File: src/rtl/sfp_pkg.sv
// Package for the substring first-position search block.
// Holds sizing constants, beat payload types, codes and the cell control struct.
// No dependencies.
package sfp_pkg;

    localparam int                MAX_PATTERN = 16;
    localparam longint unsigned   MAX_TEXT    = 64'd65535;

    localparam logic       REQ_PATTERN = 1'b0;
    localparam logic       REQ_TEXT    = 1'b1;

    localparam logic [1:0] ERR_NONE         = 2'd0;
    localparam logic [1:0] ERR_PATTERN_LONG = 2'd1;
    localparam logic [1:0] ERR_TEXT_LONG    = 2'd2;

    typedef struct packed {
        logic       req_type;
        logic [7:0] data_byte;
        logic       last_item;
    } t_in_beat;

    typedef struct packed {
        logic [15:0] match_position;
        logic        match_found;
        logic [1:0]  error_code;
    } t_out_beat;

    typedef struct packed {
        logic pat_shift;
        logic txt_shift;
    } t_cell_ctl;

endpackage

File: src/rtl/sfp_cell.sv
// One cell of the search chain: one pattern byte, one window byte and an active flag.
// Depends on sfp_pkg for the cell control struct.
// Hands its pattern, flag and window byte to the next cell each shift.
module sfp_cell (
    input  logic                 i_clk,
    input  logic                 i_rst_n,
    input  sfp_pkg::t_cell_ctl   i_ctl,
    input  logic [7:0]           i_pat,
    input  logic                 i_act,
    input  logic [7:0]           i_txt,
    output logic [7:0]           o_pat,
    output logic                 o_act,
    output logic [7:0]           o_txt,
    output logic                 o_eq
);

    logic [7:0] r_pat;
    logic [7:0] r_txt;
    logic       r_act;

    always_ff @(posedge i_clk) begin
        if (!i_rst_n) begin
            r_act <= 1'b0;
        end else if (i_ctl.pat_shift) begin
            r_act <= i_act;
        end
    end

    always_ff @(posedge i_clk) begin
        if (i_ctl.pat_shift) begin
            r_pat <= i_pat;
        end
        if (i_ctl.txt_shift) begin
            r_txt <= i_txt;
        end
    end

    // Compares the byte this cell is about to take against its pattern byte.
    assign o_eq  = ~r_act | (i_txt == r_pat);
    assign o_pat = r_pat;
    assign o_act = r_act;
    assign o_txt = r_txt;

endmodule

File: src/rtl/substring_first_position_top.sv
// Top level of the substring first-position search block.
// Depends on sfp_pkg and instantiates a row of sfp_cell.
//
// Channel   Direction  Handshake                  Payload
// in        input      i_in_valid / o_in_ready    i_in_data  (sfp_pkg::t_in_beat)
// out       output     o_out_valid / i_out_ready  o_out_data (sfp_pkg::t_out_beat)
//
// The whole pattern is compared across all cells in the cycle a text beat is taken.
// The result of a final text beat is registered and shown from the next cycle on.
// Input beats are taken while the result register is empty or being drained.
// Reset clears lengths, counters, other flags and the result valid, and sets r_closed; no clearing pass is needed.
module substring_first_position_top #(
    parameter int               MAX_PATTERN = sfp_pkg::MAX_PATTERN,
    parameter longint unsigned  MAX_TEXT    = sfp_pkg::MAX_TEXT
) (
    input  logic                i_clk,
    input  logic                i_rst_n,
    input  logic                i_in_valid,
    output logic                o_in_ready,
    input  sfp_pkg::t_in_beat   i_in_data,
    output logic                o_out_valid,
    input  logic                i_out_ready,
    output sfp_pkg::t_out_beat  o_out_data
);

    localparam int PL_W  = $clog2(MAX_PATTERN + 1);
    localparam int TXT_W = $clog2(MAX_TEXT + 64'd1);
    localparam int CMP_W = (TXT_W > PL_W) ? TXT_W : PL_W;

    logic [PL_W-1:0]   r_len;
    logic              r_closed;
    logic              r_pat_ovf;
    logic [TXT_W-1:0]  r_count;
    logic              r_txt_ovf;
    logic [TXT_W-1:0]  r_first;
    logic              r_out_vld;
    sfp_pkg::t_out_beat r_out;

    logic              w_accept;
    logic              w_is_pat;
    logic              w_is_txt;
    logic              w_pat_room;
    logic              w_txt_room;
    logic [TXT_W-1:0]  n_count;
    logic [CMP_W-1:0]  w_cnt_ext;
    logic [CMP_W-1:0]  w_len_ext;
    logic              w_hit;
    logic [TXT_W-1:0]  n_first;
    sfp_pkg::t_cell_ctl w_ctl;

    logic [7:0]             w_pat [0:MAX_PATTERN-1];
    logic [7:0]             w_txt [0:MAX_PATTERN-1];
    logic [MAX_PATTERN-1:0] w_act;
    logic [MAX_PATTERN-1:0] w_eq;

    assign o_in_ready = ~r_out_vld | i_out_ready;
    assign w_accept   = i_in_valid & o_in_ready;
    assign w_is_pat   = w_accept & (i_in_data.req_type == sfp_pkg::REQ_PATTERN);
    assign w_is_txt   = w_accept & (i_in_data.req_type == sfp_pkg::REQ_TEXT);

    assign w_pat_room = r_closed | (r_len < PL_W'(MAX_PATTERN));
    assign w_txt_room = r_count < TXT_W'(MAX_TEXT);

    assign w_ctl.pat_shift = w_is_pat & w_pat_room;
    assign w_ctl.txt_shift = w_is_txt & w_txt_room;

    for (genvar k = 0; k < MAX_PATTERN; k++) begin : g_cell
        logic [7:0] w_pat_in;
        logic [7:0] w_txt_in;
        logic       w_act_in;
        if (k == 0) begin : g_head
            assign w_pat_in = i_in_data.data_byte;
            assign w_txt_in = i_in_data.data_byte;
            assign w_act_in = 1'b1;
        end else begin : g_body
            assign w_pat_in = w_pat[k-1];
            assign w_txt_in = w_txt[k-1];
            assign w_act_in = w_act[k-1] & ~r_closed;
        end
        sfp_cell u_cell (
            .i_clk   (i_clk),
            .i_rst_n (i_rst_n),
            .i_ctl   (w_ctl),
            .i_pat   (w_pat_in),
            .i_act   (w_act_in),
            .i_txt   (w_txt_in),
            .o_pat   (w_pat[k]),
            .o_act   (w_act[k]),
            .o_txt   (w_txt[k]),
            .o_eq    (w_eq[k])
        );
    end

    assign n_count   = r_count + TXT_W'(1);
    assign w_cnt_ext = CMP_W'(n_count);
    assign w_len_ext = CMP_W'(r_len);
    assign w_hit     = (r_first == '0) && (r_len != '0) && (w_cnt_ext >= w_len_ext) && (&w_eq);
    assign n_first   = TXT_W'(w_cnt_ext - w_len_ext + CMP_W'(1));

    always_ff @(posedge i_clk) begin
        if (!i_rst_n) begin
            r_len     <= '0;
            r_closed  <= 1'b1;
            r_pat_ovf <= 1'b0;
            r_count   <= '0;
            r_txt_ovf <= 1'b0;
            r_first   <= '0;
            r_out_vld <= 1'b0;
        end else begin
            if (w_is_txt && i_in_data.last_item) begin
                r_out_vld <= 1'b1;
            end else if (i_out_ready) begin
                r_out_vld <= 1'b0;
            end
            if (w_is_pat) begin
                if (r_closed) begin
                    r_len     <= PL_W'(1);
                    r_pat_ovf <= 1'b0;
                    r_count   <= '0;
                    r_txt_ovf <= 1'b0;
                    r_first   <= '0;
                end else if (w_pat_room) begin
                    r_len <= r_len + PL_W'(1);
                end else begin
                    r_pat_ovf <= 1'b1;
                end
                r_closed <= i_in_data.last_item;
            end else if (w_is_txt) begin
                r_closed <= 1'b1;
                if (i_in_data.last_item) begin
                    r_count   <= '0;
                    r_txt_ovf <= 1'b0;
                    r_first   <= '0;
                end else if (w_txt_room) begin
                    r_count <= n_count;
                    if (w_hit) begin
                        r_first <= n_first;
                    end
                end else begin
                    r_txt_ovf <= 1'b1;
                end
            end
        end
    end

    always_ff @(posedge i_clk) begin
        if (w_is_txt && i_in_data.last_item) begin
            if (w_txt_room && w_hit) begin
                r_out.match_position <= 16'(n_first);
                r_out.match_found    <= 1'b1;
            end else begin
                r_out.match_position <= 16'(r_first);
                r_out.match_found    <= (r_first != '0);
            end
            if (r_pat_ovf) begin
                r_out.error_code <= sfp_pkg::ERR_PATTERN_LONG;
            end else if (r_txt_ovf || !w_txt_room) begin
                r_out.error_code <= sfp_pkg::ERR_TEXT_LONG;
            end else begin
                r_out.error_code <= sfp_pkg::ERR_NONE;
            end
        end
    end

    assign o_out_valid = r_out_vld;
    assign o_out_data  = r_out;

endmodule
File: config.mk
export PLATFORM = sky130hd
export DESIGN_NAME = substring_first_position_top
export DESIGN_NICKNAME = d
export VERILOG_FILES = /design/src/rtl/sfp_pkg.sv /design/src/rtl/sfp_cell.sv /design/src/rtl/substring_first_position_top.sv
export SDC_FILE = /design/constraint.sdc
export NUM_CORES = 1
export LEC_CHECK = 0
export BUFFER_PORTS_ARGS = -buffer_cell sky130_fd_sc_hd__buf_2
export CAP_MARGIN = 20
export CORE_ASPECT_RATIO = 2
export CORE_MARGIN = 1.5
export CORE_UTILIZATION = 66
export CTS_CLUSTER_DIAMETER = 150
export DETAILED_ROUTE_END_ITERATION = 7
export PLACE_DENSITY = 0.84
export SETUP_SLACK_MARGIN = 0.02
export SLEW_MARGIN = 20
export SYNTH_ARGS = -nofsm -noshare
export SYNTH_HDL_FRONTEND = slang
export SYNTH_SLANG_ARGS = --single-unit
File: constraint.sdc
create_clock -name i_clk -period 15.1 [get_ports i_clk]
set_clock_uncertainty 0.05 [all_clocks]
set_input_delay 1.51 -clock i_clk [delete_from_list [all_inputs] [get_ports i_clk]]
set_output_delay 1.51 -clock i_clk [all_outputs]
set_load 0.005 [all_outputs]
* Yosys cells after proc, flatten, opt, wreduce, memory -nomap -nowiden
Cells that the tools add are included.
** Operators by class
- Add/sub/neg operators :: 4
- Order comparisons :: 3
- Eq/ne operators :: 19
- Multiplexer cells :: 25
- Bitwise operators :: 57
- Reductions and logical operators :: 21
** Operators with widths (number)
- 16-bit 2-to-1 mux :: 10
- 8-bit == test :: 16
- 16-bit by 1-bit adder with 16-bit output (second input constant) :: 2
- 1-bit AND :: 20
- 1-bit NOT :: 19
- 1-bit OR :: 18
- 17-bit 2-to-1 mux :: 1
- 16-bit by 5-bit >= comparator with 1-bit output :: 1
- 16-bit zero test :: 1
- 16-bit < comparator (second input constant) :: 1
- 16-bit AND reduction :: 1
- 16-bit nonzero test :: 1
- 16-bit by 5-bit subtractor with 16-bit output :: 1
- 1-bit 2-to-1 mux :: 11
- 5-bit 2-to-1 mux :: 2
- 3-bit AND reduction :: 2
- 2-bit nonzero test :: 3
- 3-bit nonzero test :: 2
- 5-bit by 1-bit adder with 5-bit output (second input constant) :: 1
- 1-bit logical AND :: 5
- 5-bit < comparator (second input constant) :: 1
- 5-bit nonzero test :: 1
- 2-bit != test (second input constant) :: 2
- 2-bit AND reduction :: 2
- other kinds (5) :: 5
** Word-level totals
- Bits in registers :: 324
- Input bits :: 14

* Depth between registers and ports, before layout
- Depth after elaboration :: 9
- Depth in mapped cells :: 16

* Hierarchy
A second synthesis with hierarchy kept.
** Unflattened totals
- Cells, all modules :: 917
- Area, all modules :: 13520.5 um2
** Modules (own cells, without submodules)
- sfp_cell :: times used 16, cells each 30, area an instance 604.3 um2, seq. area each 500.5 um2
- substring_first_position_top :: times used 1, cells each 437, area an instance 3851.2 um2, seq. area each 1391.3 um2

* Worst setup path before layout
No wires, ideal clock.
- Kind :: input port to flip-flop
- Start :: input i_out_ready
- End :: register g_cell[0].u_cell.r_txt[0], enable pin
- Data arrival time :: 7015 ps
- Required time :: 14450 ps
- Path slack :: 7435 ps
- Stages on the path :: 4
- Cell sequence :: nand2b_1 and2_1 nand2_1 nor2_1
** RTL lines
- start, declared :: line substring_first_position_top.sv:22 : input logic i_out_ready,
- end signal, assigned :: line sfp_cell.sv:34 : r_txt <= i_txt;
- end, declared :: line sfp_cell.sv:18 : logic [7:0] r_txt;

* Final worst setup path
- Start :: register r_count[0]
- End :: register r_first[3]
** On the way
- Longest elaborated chain between the ends :: 8
- Elaborated cells between the ends (all ways) :: 15
- Classes of those cells :: add/sub (3); order compare (2); mux (5); reduce/logical (5)
** Ends and longest elaborated chain
- start, declared :: line substring_first_position_top.sv:33 : logic [TXT_W-1:0] r_count;
- start signal, assigned :: line substring_first_position_top.sv:135 : r_count <= n_count;
- 16-bit by 1-bit adder with 16-bit output :: line substring_first_position_top.sv:94 : assign n_count = r_count + TXT_W'(1);
- 16-bit by 5-bit subtractor with 16-bit output :: line substring_first_position_top.sv:98 : assign n_first = TXT_W'(w_cnt_ext - w_len_ext + CMP_W'(1));
- 16-bit by 1-bit adder with 16-bit output :: line substring_first_position_top.sv:98
- 16-bit 2-to-1 mux :: line substring_first_position_top.sv:136 : if (w_hit) begin
- 16-bit 2-to-1 mux :: line substring_first_position_top.sv:134 : end else if (w_txt_room) begin
- 16-bit 2-to-1 mux :: line substring_first_position_top.sv:130 : if (i_in_data.last_item) begin
- 16-bit 2-to-1 mux :: line substring_first_position_top.sv:128 : end else if (w_is_txt) begin
- 16-bit 2-to-1 mux :: line substring_first_position_top.sv:115 : if (w_is_pat) begin
- end signal, assigned :: line substring_first_position_top.sv:137 : r_first <= n_first;
- end, declared :: line substring_first_position_top.sv:35 : logic [TXT_W-1:0] r_first;
Several ways; a longest one is shown, not always the timed one. The select of a mux whose other input is x is not followed.
A chain may end at the register's enable or synchronous reset.

==> qor.txt <==
Worst Setup Start Kind = flop
Power per cell area = 120 nW/µm²
Placer congestion estimate = 0.841
Final period util = 0.274
Finished Layout Cells = 1216
Vias/cell = 5.94
# fillers = 1226
Total Power = 1.75 mW
Crit path max fanout = 19
First-pass GRT wire length = 37.4 mm
Main combinational cell family by area after synthesis = XOR/XNOR gates
Main area contributors after synthesis = edfxtp_1 (61%), xnor2_1 (9.8%), dfxtp_1 (8.6%)
Peak per-stage delay on the critical path = 790 ps
CP arrival = 4540 ps
DRC Markers = 0
Static leakage = 4.69 nW
Post-synthesis adder-cell area fraction = 0.0295
I/O Pins = 35
Clock sinks = 324
Placed instance count = 1168
Clk buf depth = 3
Pre-antenna DRT Iters = 5
Global Route Usage Sum = 0.239
Most frequent cell after synthesis = edfxtp_1
VDD IR max = 0.000134 V
Critical path's slowest cell = or3_1
Area grow syn2layout = 9.75%
Later-pin clock latency in the skew report = 550 ps
Synthesized cell area = 13200 µm²
Commonest cells post-synth = edfxtp_1 (267), xnor2_1 (148), dfxtp_1 (57)
Reg clk slew, reported paths = 70 ps
Synth top area share = 0.606
Post-synth top area cell = edfxtp_1
Post_cts resized = 0
Worst Hold Depth = 0
Netlist cell types = 69
Core area = 19700 µm²
Post-Synth XOR/XNOR Area = 0.104
Die area = 21000 µm²
Slew Limit Fails = 0
Grt ovf = 0
Max Fclk = 242 MHz
Mux share of post-synthesis cell area = 0.000757
Syn Inst Count = 882
Site row count = 73
Hold crit path type = flop to flop
Post-DP HPWL = 16.3 mm
Sequential area share after synthesis = 0.692
Syn_area_per_cell = 15.0 µm²
Hold_buf cts = 0
# port buffers = 34
# Post-CTS Setup Buffers = 0
Die H = 203 µm
Share of layout cells above drive strength 1 = 0.117
Worst path top cell family by delay = simple AND/OR/NAND/NOR gates
Die width = 103 µm
Number of global-route vias before repair = 7342
Largest net degree at the start of global routing = 75
Post-synth ARST share = 0
Post-synth net total = 926
Worst Path Buf+Inv = 1
DR vias = 7220
Ant diodes = 0
Simple-Gate Fraction of Synth Area = 0.0814
Critical Path Stages = 14
Register bit total from synthesis = 324
Critical Path End Type = flop
CP required = 15510 ps
Post-layout minimum cycle time = 4130 ps
Outcome = finished, final reports clean
Post-synth EDFFs = 267
Relative slew slack = 0.337
Final Util = 0.736
Fin. Hold Viols = 0
Setup-failing EPs final = 0
H-tree depth = 1
ANT nets after route = 0
Area fraction in compound gates after synthesis = 0.0751
Initial antenna violation count = 0
Yosys warnings = 0
Drt total wl = 24.3 mm
Unrepaired setup endpoints after global routing = false
CTS tree = built
Setup TNS = 0 ps
Max-cap viol count = 0
Final nets = 978
DR iter-0 viols = 432
Root buffer cell = clkbuf_16
Top FF cell, synth = edfxtp_1
Avg WL per Cell = 20.0 µm
Starting Density = 0.671
Tightest Pin Transition = 995 ps
Worst r2r path cells = 14
Kind of critical path = flop to flop
CTS Buf Count = 26
CP Cell Sequence = ha_1 > nand3_2 > nor2_2 > and3_1 > xor2_1 > inv_1 > ha_1 > and3_1 > nand3_1 > a21oi_1 > a31oi_4 > nand4_4 > or3_1 > o22ai_1
==> power by group <==
group | internal [mW] | switching (mW)
logic | 0.0264 | 0.0443
registers | 1.00 | 0.0195
clock network | 0.357 | 0.302
==> per-stage QoR <==
step | instance area, µm² | hold WS (ps) | worst slack [ps]
global placement | 13700 | 400 | 10610
CTS | 14500 | 417 | 10960
global route | 14500 | 425 | 10690
finish | 14500 | 415 | 10970
detailed placement | 13700 | 406 | 10490
floorplan | 13200 | 382 | 7440
==> final timing paths <==
path / start / to / slack [ps]
max: r_count[0] / r_first[3] / 10970
min: g_cell[6].u_cell.o_pat[2] / g_cell[7].u_cell.o_pat[2] / 410
max reg2reg: r_count[0] / r_first[3] / 10970
min reg2reg: g_cell[6].u_cell.o_pat[2] / g_cell[7].u_cell.o_pat[2] / 410
==> state kept, by name, indices dropped and copies added (netlist names) <==
name / cells
g_cell.u_cell.o_act: 16
g_cell.u_cell.o_pat: 128
g_cell.u_cell.o_txt: 120
r_len: 5
o_out_valid: 1
o_out_data: 19
r_closed: 1
r_pat_ovf: 1
r_txt_ovf: 1
r_count: 16
r_first: 16
==> cells by family after synthesis <==
group,after synthesis
mux,1
flops,324
fa+ha+maj,30
xor+xnor,155
buf+inv,48
compound gates,130
simple gates,194
==> layer usage <==
metal | track usage | wire, µm | share of wire | up-vias
met5 | 0 | 0 | 0 | -
met4 | 0.133 | 1390 | 0.057 | 0
met3 | 0.0274 | 862 | 0.036 | 71
met2 | 0.436 | 13400 | 0.55 | 168
met1 | 0.262 | 8600 | 0.35 | 3600
li1 | - | - | - | 3381
==> final cells by class <==
class | instances | area, µm² | share of cell area
flip-flops and latches | 324 | 9160 | 0.631
multi-input cells | 510 | 3860 | 0.266
clock buffers | 35 | 726 | 0.0500
well taps | 262 | 328 | 0.0226
repair buffers | 42 | 230 | 0.0159
inverters | 30 | 115 | 0.00793
clock inverters | 13 | 101 | 0.00698
==> cell usage in the layout (no fill, tap or decap), types with 3 or more instances in the layout <==
cell type,Yosys,final
o22ai_1,7,7
and3_1,5,5
ha_1,28,28
edfxtp_1,267,267
dfxtp_1,57,57
o21bai_1,16,16
nand2b_1,5,5
nor3b_1,3,3
buf_2,1,34
o22ai_2,10,10
clkinv_2,0,6
a21o_1,5,5
clkbuf_16,0,27
nand3_1,8,8
xor2_1,6,6
buf_4,3,8
nand2_1,41,41
inv_1,29,28
and2_1,3,3
a21oi_1,7,7
nor2_2,4,4
nor3_1,4,4
a22oi_1,29,29
clkbuf_1,9,6
nor2_1,26,25
nor4_1,7,6
o21ai_0,26,26
xnor2_1,148,148
nor2b_1,35,35
nand4_1,41,41
==> worst register-to-register path, cell delays in order (launching register included) <==
cell and delay, ps:
dfxtp_1 430, ha_1 280, nand3_2 200, nor2_2 340, and3_1 220, xor2_1 240
inv_1 100, ha_1 210, and3_1 150, nand3_1 120, a21oi_1 90, a31oi_4 220
nand4_4 290, or3_1 790, o22ai_1 300
No activity file was read; power rests on OpenSTA's default activity.
